**src/rtl/wsf_pkg.sv**
```systemverilog
package wsf_pkg;

    // Default field widths of the input beat
    localparam int ADC_BITS_DEF   = 24;
    localparam int COUNT_BITS_DEF = 32;

    // Shared multiplier: 33 x 33 signed, full product
    localparam int MUL_W  = 33;
    localparam int PROD_W = 2 * MUL_W;

    // Square root: Q32.32 radicand, Q16.16 root
    localparam int SQRT_IN_W = 62;
    localparam int ROOT_W    = SQRT_IN_W / 2;
    localparam int REM_W     = ROOT_W + 3;
    localparam int ITER_W    = $clog2(ROOT_W);

    // Result beat: five fields, 159 bits, padded to whole bytes
    localparam int M_FIELDS_W = 32 + 32 + ROOT_W + 32 + 32;
    localparam int M_TDATA_W  = ((M_FIELDS_W + 7) / 8) * 8;

    // Configuration port
    localparam int CFG_IDX_W  = 3;
    localparam int CFG_DATA_W = 32;

    localparam logic [CFG_IDX_W-1:0] CFG_FORCE_GAIN     = 3'd0;
    localparam logic [CFG_IDX_W-1:0] CFG_FORCE_OFFSET   = 3'd1;
    localparam logic [CFG_IDX_W-1:0] CFG_INV_DRAG       = 3'd2;
    localparam logic [CFG_IDX_W-1:0] CFG_ENCODER_GAIN   = 3'd3;
    localparam logic [CFG_IDX_W-1:0] CFG_ENCODER_OFFSET = 3'd4;
    localparam logic [CFG_IDX_W-1:0] CFG_FILTER_ALPHA   = 3'd5;

    localparam logic [31:0]        RST_FORCE_GAIN     = 32'd9641600;
    localparam logic signed [31:0] RST_FORCE_OFFSET   = 32'sd292252;
    localparam logic [30:0]        RST_INV_DRAG       = 31'd4643993;
    localparam logic signed [31:0] RST_ENCODER_GAIN   = 32'sd4573;
    localparam logic signed [31:0] RST_ENCODER_OFFSET = 32'sd60093;
    localparam logic [16:0]        RST_FILTER_ALPHA   = 17'd1996;

    // Unity smoothing factor in Q1.16
    localparam logic [16:0] ALPHA_ONE = 17'd65536;

endpackage

```
**src/rtl/wsf_mult.sv**
```systemverilog
module wsf_mult
    import wsf_pkg::*;
(
    input  logic                     aclk,
    input  logic signed [MUL_W-1:0]  mul_a,
    input  logic signed [MUL_W-1:0]  mul_b,
    output logic signed [PROD_W-1:0] mul_p
);

    logic signed [PROD_W-1:0] prod_reg;

    // Register every product; the sequencer reads it in the next cycle
    always_ff @(posedge aclk) begin
        prod_reg <= mul_a * mul_b;
    end

    assign mul_p = prod_reg;

endmodule

```
**config.mk**
```make
export PLATFORM = sky130hd
export DESIGN_NAME = wsf_mult
export DESIGN_NICKNAME = d
export VERILOG_FILES = /design/src/rtl/wsf_pkg.sv /design/src/rtl/wsf_mult.sv
export SDC_FILE = /design/constraint.sdc
export NUM_CORES = 2
export LEC_CHECK = 0
export ABC_AREA = 1
export BUFFER_PORTS_ARGS = -buffer_cell sky130_fd_sc_hd__buf_2
export CAP_MARGIN = 20
export CORE_UTILIZATION = 46
export DETAILED_ROUTE_END_ITERATION = 10
export PLACE_DENSITY_LB_ADDON = 0.25
export SYNTH_ARGS = -nofsm -noshare
export SYNTH_HDL_FRONTEND = slang
export SYNTH_SLANG_ARGS = --single-unit
export TNS_END_PERCENT = 30
```
**constraint.sdc**
```tcl
create_clock -name aclk -period 8.6 [get_ports aclk]
set_input_delay 0 -clock aclk [delete_from_list [all_inputs] [get_ports aclk]]
set_output_delay 0 -clock aclk [all_outputs]
set_load 0.01 [all_outputs]
```
==> results by group <==
Global routing
  • Vias in the first global route: roughly 36,000
  • Initial antenna violation count: 9
  • Largest net degree at the start of global routing: 35
  • Grt ovf: 0
  • Global-route wire length before repair: slightly below 200,000 um
  • GRT Resource Usage Total: between 20% and 30%

Placement
  • I/O Buffers: ~130
  • RePlAce Congestion: roughly 0.9
  • Dpl hpwl: between 100,000 and 150,000 um

Drt
  • WL per Instance: 17.73 um
  • DRT iter0 DRCs: between 1,500 and 2,000
  • Final wirelength: about 120,000 um
  • DR vias: around 33,000
  • Via density: just under 5
  • DRT Pass-1 Iters: 7
  • Antenna Violating Nets Remaining: 0
  • DRC Markers: 0

Die
  • Cell Rows: about 110
  • Die Y: around 310 um
  • Die width: approximately 310 um
  • Core ar.: roughly 93,000 um^2
  • Initial Utilization: between 40 and 50%
  • Die area: approximately 95,000 um^2
  • I/O Pins: between 100 and 150

Timing
  • Final worst path period share: between 80% and 90%
  • RSZ-0062 raised after global routing: no
  • Normalized max-slew margin: 28.62%
  • Final hold vios: 0
  • Setup TNS: 0 ns
  • Worst-Margin Slew: ~1.1 ns
  • Max-slew violation count: 0
  • Final setup viols: 0
  • Fmax: between 0.1 and 0.15 GHz
  • Fin crit period: ~7.4 ns

CTS
  • CTS Buffer Depth: 2
  • Post_cts resized: 0
  • Cell at the root of the clock tree: clkbuf_16
  • CTS tree: done
  • # clock sinks: between 60 and 70
  • Post-CTS setup buffers: 0
  • Post-CTS Hold Buffers: 0
  • H-tree depth: 3
  • Worst-path clk slew: around 0.060 ns
  • Cts bufs inserted: 9

Logic synthesis
  • Synth Instances: roughly 5,500
  • Post-synthesis register bit count: 66
  • Synth Area per Inst: 7.789 um^2
  • Post-synthesis sequential area ratio: 3.060%
  • Post-synthesis net count: roughly 7,000
  • Ys Warns: 0
  • Distinct cells, synth: 35
  • Cell area after synthesis: 43,170 um^2

Setup path
  • CP Buf/Inv Count: 7
  • Startpoint types: primary input
  • Worst path required time: 8.84 ns
  • Crit path max fanout: 33
  • Critical path class: primary input to flop
  • CP arrival: around 7.6 ns
  • Crit. End Element: flop
  • CP delay by family, top: adder cells
  • CP dominant cell by count: fa_1
  • Crit-path max cell delay: 1.21 ns
  • CP max stage cell: fa_1

Worst hold path
  • Hold Crit Class: primary input to flop
  • Hold Path Origin: mul_b[0]
  • WHS Endpoint: mul_p[0]
  • WHS Path Cells: 4

Finish
  • Max reg flops: between 60 and 70
  • Area Overhead vs Synth: 3.973%
  • Nets: about 7,000
  • Layout cells sized above 1: ~4.2%

Flow run
  • Max_cap viols: 0

Outcome
  • Status: finished, final reports clean
cell families (layout without fill, tap and decap cells):
kind of cell	count (synthesis)	after routing	synth area share, %
other	0	1	0
AO/OA/AOI/OAI	106	106	1.377
flip-flops	66	66	3.060
adder cells (fa/ha/maj)	1362	1362	59.38
XOR/XNOR	41	41	0.8317
buffers and inverters	2158	2067	18.76
AND/OR/NAND/NOR	1810	1810	16.59
layout make-up:
| class | instances | area, um^2 |
|---|---|---|
| clock buffer | 11 | 232.7 |
| tap | 1254 | 1569 |
| fill | 9273 | 48300 |
| inverter | 1895 | 7113 |
| clock inverter | 3 | 42.54 |
| sequential | 66 | 1321 |
| antenna | 1 | 2.502 |
| multi-input combinational | 3319 | 33750 |
| timing repair buffer | 158 | 855.8 |
routing by layer:
layer,routed length (um),part of all wire [%],global-route usage (%),vias up
met4,4058,3.4,8.099,14
met5,85,0.071,0,-
met2,60190,51,47.74,962
met3,6482,5.5,3.553,225
li1,-,-,-,14782
met1,48110,40,33.65,16546
cells in the mapped netlist (all sizes together):
| library cell | number | share of area, % |
|---|---|---|
| inv | 1895 | 16 |
| nand2 | 1534 | 13 |
| fa | 1145 | 53 |
| clkbuf | 262 | 2.3 |
| ha | 217 | 6.3 |
| nor2 | 154 | 1.5 |
| nand3 | 78 | 1.0 |
| dfxtp | 66 | 3.1 |
| a21oi | 65 | 0.79 |
| xor2 | 37 | 0.75 |
| o21ai | 23 | 0.28 |
| nand4 | 19 | 0.28 |
| o21bai | 14 | 0.24 |
| nor3 | 8 | 0.10 |
| or2 | 6 | 0.087 |
| nor4 | 5 | 0.087 |
| xnor2 | 4 | 0.081 |
| and2 | 3 | 0.043 |
| nand3b | 3 | 0.052 |
| a21o | 2 | 0.035 |
| a21boi | 1 | 0.017 |
| buf | 1 | 0.0087 |
| o21a | 1 | 0.017 |
per-stage QoR:
| step | cell area, um^2 | std cells | utilization (%) | setup WS (ns) | hold slack [ns] |
|---|---|---|---|---|---|
| detailed placement | 44610 | 6692 | 47.87 | 0.8340 | 0.3921 |
| floorplan | 43170 | 5543 | - | 1.844 | 0.2636 |
| finish | 44890 | 6707 | 48.17 | 1.226 | 0.3272 |
| global route | 44890 | 6707 | 48.17 | 0.6730 | 0.3262 |
| global placement | 44610 | 6692 | 47.87 | 0.8820 | 0.3942 |
| CTS | 44890 | 6706 | 48.17 | 1.210 | 0.2934 |
layout by cell type, fill, tap and decap left out, drive strengths merged:
cell type	instances
a21boi	1
a21o	2
a21oi	65
and2	3
buf	158
bufinv	1
clkbuf	11
clkinv	2
clkinvlp	1
dfxtp	66
diode	1
fa	1145
ha	217
inv	1894
nand2	1534
nand3	78
nand3b	3
nand4	19
nor2	154
nor3	8
nor4	5
o21a	1
o21ai	23
o21bai	14
or2	6
xnor2	4
xor2	37
worst max-delay path by stage:
stage | cells past startpoint | to | slack, ns | from
finish | 26 | mul_p[63] | 1.23 | mul_b[6]
global route | 26 | mul_p[60] | 0.67 | mul_b[6]
CTS | 26 | mul_p[63] | 1.21 | mul_b[6]
detailed placement | 26 | mul_p[63] | 0.83 | mul_b[6]
global placement | 26 | mul_p[63] | 0.88 | mul_b[6]
floorplan | 23 | mul_p[60] | 1.84 | mul_a[32]
Power is not shown: default switching activity piles up to over one toggle a cycle in this logic, so the estimate is an artifact.
