==> src/rtl/wsf_pkg.sv <==
package wsf_pkg;

    // Default field widths of the input beat
    localparam int ADC_BITS_DEF   = 24;
    localparam int COUNT_BITS_DEF = 32;

    // Shared multiplier: 33 x 33 signed, full product
    localparam int MUL_W  = 33;
    localparam int PROD_W = 2 * MUL_W;

    // Square root: Q32.32 radicand, Q16.16 root
    localparam int SQRT_IN_W = 62;
    localparam int ROOT_W    = SQRT_IN_W / 2;
    localparam int REM_W     = ROOT_W + 3;
    localparam int ITER_W    = $clog2(ROOT_W);

    // Result beat: five fields, 159 bits, padded to whole bytes
    localparam int M_FIELDS_W = 32 + 32 + ROOT_W + 32 + 32;
    localparam int M_TDATA_W  = ((M_FIELDS_W + 7) / 8) * 8;

    // Configuration port
    localparam int CFG_IDX_W  = 3;
    localparam int CFG_DATA_W = 32;

    localparam logic [CFG_IDX_W-1:0] CFG_FORCE_GAIN     = 3'd0;
    localparam logic [CFG_IDX_W-1:0] CFG_FORCE_OFFSET   = 3'd1;
    localparam logic [CFG_IDX_W-1:0] CFG_INV_DRAG       = 3'd2;
    localparam logic [CFG_IDX_W-1:0] CFG_ENCODER_GAIN   = 3'd3;
    localparam logic [CFG_IDX_W-1:0] CFG_ENCODER_OFFSET = 3'd4;
    localparam logic [CFG_IDX_W-1:0] CFG_FILTER_ALPHA   = 3'd5;

    localparam logic [31:0]        RST_FORCE_GAIN     = 32'd9641600;
    localparam logic signed [31:0] RST_FORCE_OFFSET   = 32'sd292252;
    localparam logic [30:0]        RST_INV_DRAG       = 31'd4643993;
    localparam logic signed [31:0] RST_ENCODER_GAIN   = 32'sd4573;
    localparam logic signed [31:0] RST_ENCODER_OFFSET = 32'sd60093;
    localparam logic [16:0]        RST_FILTER_ALPHA   = 17'd1996;

    // Unity smoothing factor in Q1.16
    localparam logic [16:0] ALPHA_ONE = 17'd65536;

endpackage

==> src/rtl/wsf_isqrt.sv <==
module wsf_isqrt
    import wsf_pkg::*;
(
    input  logic                 aclk,
    input  logic                 aresetn,
    input  logic                 sq_start,
    input  logic [SQRT_IN_W-1:0] sq_radicand,
    output logic                 sq_busy,
    output logic [ROOT_W-1:0]    sq_root
);

    logic                 busy_reg;
    logic [ITER_W-1:0]    iter_reg;
    logic [SQRT_IN_W-1:0] rad_reg;
    logic [REM_W-1:0]     rem_reg;
    logic [ROOT_W-1:0]    root_reg;

    logic [REM_W-1:0] rem_sh;
    logic [REM_W-1:0] trial;
    logic             take;

    // One result bit per cycle: bring down two radicand bits, try root*4+1
    always_comb begin
        rem_sh = {rem_reg[REM_W-3:0], rad_reg[SQRT_IN_W-1 -: 2]};
        trial  = {1'b0, root_reg, 2'b01};
        take   = (rem_sh >= trial);
    end

    always_ff @(posedge aclk) begin
        if (!aresetn) begin
            busy_reg <= 1'b0;
            iter_reg <= '0;
        end else if (sq_start) begin
            busy_reg <= 1'b1;
            iter_reg <= '0;
        end else if (busy_reg) begin
            iter_reg <= iter_reg + 1'b1;
            if (iter_reg == ITER_W'(ROOT_W - 1)) begin
                busy_reg <= 1'b0;
            end
        end
    end

    always_ff @(posedge aclk) begin
        if (sq_start) begin
            rad_reg  <= sq_radicand;
            rem_reg  <= '0;
            root_reg <= '0;
        end else if (busy_reg) begin
            rad_reg  <= {rad_reg[SQRT_IN_W-3:0], 2'b00};
            rem_reg  <= take ? (rem_sh - trial) : rem_sh;
            root_reg <= {root_reg[ROOT_W-2:0], take};
        end
    end

    assign sq_busy = busy_reg;
    assign sq_root = root_reg;

endmodule

==> config.mk <==
export PLATFORM = sky130hd
export DESIGN_NAME = wsf_isqrt
export DESIGN_NICKNAME = d
export VERILOG_FILES = /design/src/rtl/wsf_pkg.sv /design/src/rtl/wsf_isqrt.sv
export SDC_FILE = /design/constraint.sdc
export NUM_CORES = 1
export LEC_CHECK = 0
export ABC_AREA = 0
export BUFFER_PORTS_ARGS = -buffer_cell sky130_fd_sc_hd__buf_4
export CAP_MARGIN = 10
export CORE_UTILIZATION = 53
export CTS_CLUSTER_DIAMETER = 60
export CTS_CLUSTER_SIZE = 14
export DETAILED_ROUTE_END_ITERATION = 10
export GPL_TIMING_DRIVEN = 0
export PLACE_DENSITY = 0.77
export SLEW_MARGIN = 20
export SYNTH_ARGS = -nofsm -noshare
export SYNTH_HDL_FRONTEND = slang
export SYNTH_SLANG_ARGS = --single-unit
==> constraint.sdc <==
create_clock -name aclk -period 2.9 [get_ports aclk]
set_input_delay 0 -clock aclk [delete_from_list [all_inputs] [get_ports aclk]]
set_output_delay 0 -clock aclk [all_outputs]
set_load 0.01 [all_outputs]
==> metrics.md <==
| Metric | Value |
|---|---|
| Via count | 6814 |
| Place WS | -0.717 ns |
| RSZ-0062 raised after global routing | yes |
| Achievable frequency | 0.336 GHz |
| Worst VDD drop | 0.604 mV |
| Fill count | 841 |
| Post-synth EDFFs | 62 |
| Routed Antenna Nets | 0 |
| Syn Nets | 845 |
| Synth warn | 0 |
| Total CTS buffers | 17 |
| Placed instance area | 8300 um^2 |
| Top post-synthesis cells by area | edfxtp_1 (25%), dfxtp_1 (19%), mux2_2 (9.5%) |
| Comb power frac | 47.8% |
| P_int | 5.45 mW |
| WL final | 22600 um |
| Sw Share | 38.9% |
| Tcrit/Tclk final | 103% |
| Largest net degree at the start of global routing | 63 |
| Critical Path Start Type | flip-flop |
| WHS Path Cells | 3 |
| Worst slew pin tran | 0.865 ns |
| Hold Path Class | in2reg |
| Leak pwr | 4.03 nW |
| Async S/R FF share, synth | 0% |
| Crit end category | flip-flop |
| Clock Skew | 0.0108 ns |
| Cell area after layout | 10100 um^2 |
| Avg WL per Cell | 20.0 um |
| Slew Viols, Final | 0 |
| Maxcap violations | 0 |
| Initial antenna violation count | 2 |
| Netlist cell types | 67 |
| First-pass iteration count of the detailed router | 8 |
| Clock slew at reported path FFs | 0.06 ns |
| Endpoints failing hold | 0 |
| Slew margin rel. | 42.3% |
| Row cnt | 42 |
| Total GRT Usage | 30.9% |
| First-pass GRT wire length | 33700 um |
| Clock power share | 25.9% |
| Clock latency on the worst-skew pair | 0.44 ns |
| Layout area overhead | 36.8% |
| Post-synthesis sequential area ratio | 44.1% |
| #FFs+latches synth | 131 |
| Max clock buf depth | 2 |
| Io pins | 97 |
| Setup CP Type | reg2reg |
| Sequential share of power | 26.3% |
| Most used cells in the layout excluding fill and tap cells | buf_4 (113), nor2_1 (82), dlygate4sd3_1 (63) |
| TritonCTS clock tree | done |
| Commonest non-fill, non-tap cell in the layout | buf_4 |
| Share of cells above drive strength 1 | 30.9% |
| Crit path DAT | 3.32 ns |
| Yosys top cell area share | 25.3% |
| Detailed Route Iter0 Violations | 739 |
| GPL Wtd Cong | 0.900 |
| Clk sinks | 131 |
| Minimum clock period | 2.97 ns |
| Initial core utilization | 54.9% |
| DRC | 0 |
| Core box area | 13400 um^2 |
| WHS | 0.342 ns |
| Post-synth top flop | dfxtp_1 |
| DIE AREA | 14400 um^2 |
| Pwr dens | 885 nW/um^2 |
| R2R cell count | 12 |
| Peak fanout along the critical path | 10 |
| GRT overflow | 0 |
| Mapped Area | 7360 um^2 |
| Outcome | complete, but fails checks |
| Die X | 120 um |
| Root buf cell | clkbuf_16 |
| Number of standard cells after synthesis | 745 |
| NetSw | 3.46 mW |
| Max reg flops | 62 |
| Number of global-route vias before repair | 6673 |
| CP Data Required Time | 3.24 ns |
| Final worst setup slack | -0.0748 ns |
| Detailed placement HPWL | 12800 um |
| Synth area leader | edfxtp_1 |
| Vias per Instance | 6.05 |
| Final #Nets | 1035 |
| Setup Viol. Count Final | 11 |
| Chip height | 120 um |
| Buffers on Ports | 95 |
| Design Power | 8.91 mW |
| H-Tree Depth | 4 |
| Failing checks | setup timing |
| Synth Area per Inst | 9.87 um^2 |
==> worst max-delay path, cell delays in order (launching register included) <==
cell and delay (ns):
dfxtp_1 0.38, inv_1 0.06, ha_1 0.27, a21oi_1 0.24
o21ai_0 0.19, a221o_1 0.44, nor2b_1 0.18, or2_4 0.29
nor2_4 0.13, buf_8 0.15, buf_6 0.18, nand2_1 0.10
a311oi_2 0.27
==> what timing repair did <==
action	CTS	global route
hold buffers	63	0
setup endpoints to repair	33	31
pin swaps	13	19
setup buffers	10	9
hold endpoints to repair	68	0
gates resized for setup	39	58
==> stage by stage <==
stage	cells	TNS (ns)	util, %
final	1127	-0.387	75.1
after global routing	1126	-3.00	75.1
after CTS	1116	0	73.0
after detailed placement	1016	-17.76	61.9
after global placement	1016	-28.78	61.9
after floorplan	745	-0.0186	-
==> power groups by stage <==
| stage | clock, mW | sequential, mW | combinational [mW] |
|---|---|---|---|
| after floorplan | 0 | 2.30 | 2.48 |
| after global placement | 0 | 2.33 | 3.20 |
| after detailed placement | 0 | 2.34 | 3.28 |
| after CTS | 2.29 | 2.31 | 3.79 |
| after global routing | 2.40 | 2.36 | 4.49 |
| final | 2.31 | 2.34 | 4.26 |
==> cell type report <==
type                            count  area (um^2)  area share [%]
Antenna cell                        3         7.51          0.0746
Clock buffer                       17          425            4.23
Clock inverter                     15          193            1.91
Inverter                           48          183            1.81
Sequential cell                   131         3270            32.5
Timing Repair Buffer              177         1490            14.8
Buffer                             33          169            1.68
Multi-Input combinational cell    527         4110            40.8
Tap cell                          176          220            2.19
==> cells in the mapped netlist, drive strengths merged (6+ instances only) <==
library cell,count
clkbuf,23
o21bai,6
a21o,14
nor2,84
nor2b,7
mux2,62
or3,6
nor3,7
a311oi,20
o21a,10
a211oi,6
xnor2,15
o21ai,23
a21oi,37
inv,48
nand3,12
and3,6
mux2i,34
buf,16
nand2,63
edfxtp,62
nand4,12
ha,35
dfxtp,69
==> per-layer routing <==
metal,track usage [%],vias to the layer above,wire length (um)
li1,-,3100,-
met1,34.7,3226,8540
met2,52.6,387,11300
met3,7.84,101,1640
met4,18.8,0,1110
met5,0,-,0
==> path summary, 6_finish.rpt <==
path,start,end,slack (ns)
worst max register to register,sq_root[20]$_SDFFE_PP0P_,rem_reg[3]$_SDFFE_PP0P_,-0.07
worst max-delay path,sq_root[20]$_SDFFE_PP0P_,rem_reg[3]$_SDFFE_PP0P_,-0.07
worst min-delay path,aresetn,sq_busy$_SDFF_PN0_,0.34
worst min register to register,rem_reg[11]$_SDFFE_PP0P_,rem_reg[11]$_SDFFE_PP0P_,0.50
==> logic make-up after synthesis <==
logic type               count (synthesis)  synth area share [%]
flip-flops                             131                  44.1
buffers and inverters                   87                  4.66
XOR/XNOR                                20                  2.38
AO/OA/AOI/OAI                          154                  14.7
AND/OR/NAND/NOR                        222                  14.1
adder cells (fa/ha/maj)                 35                  5.95
multiplexers                            96                  14.1
Power figures use the tool's default switching activity.
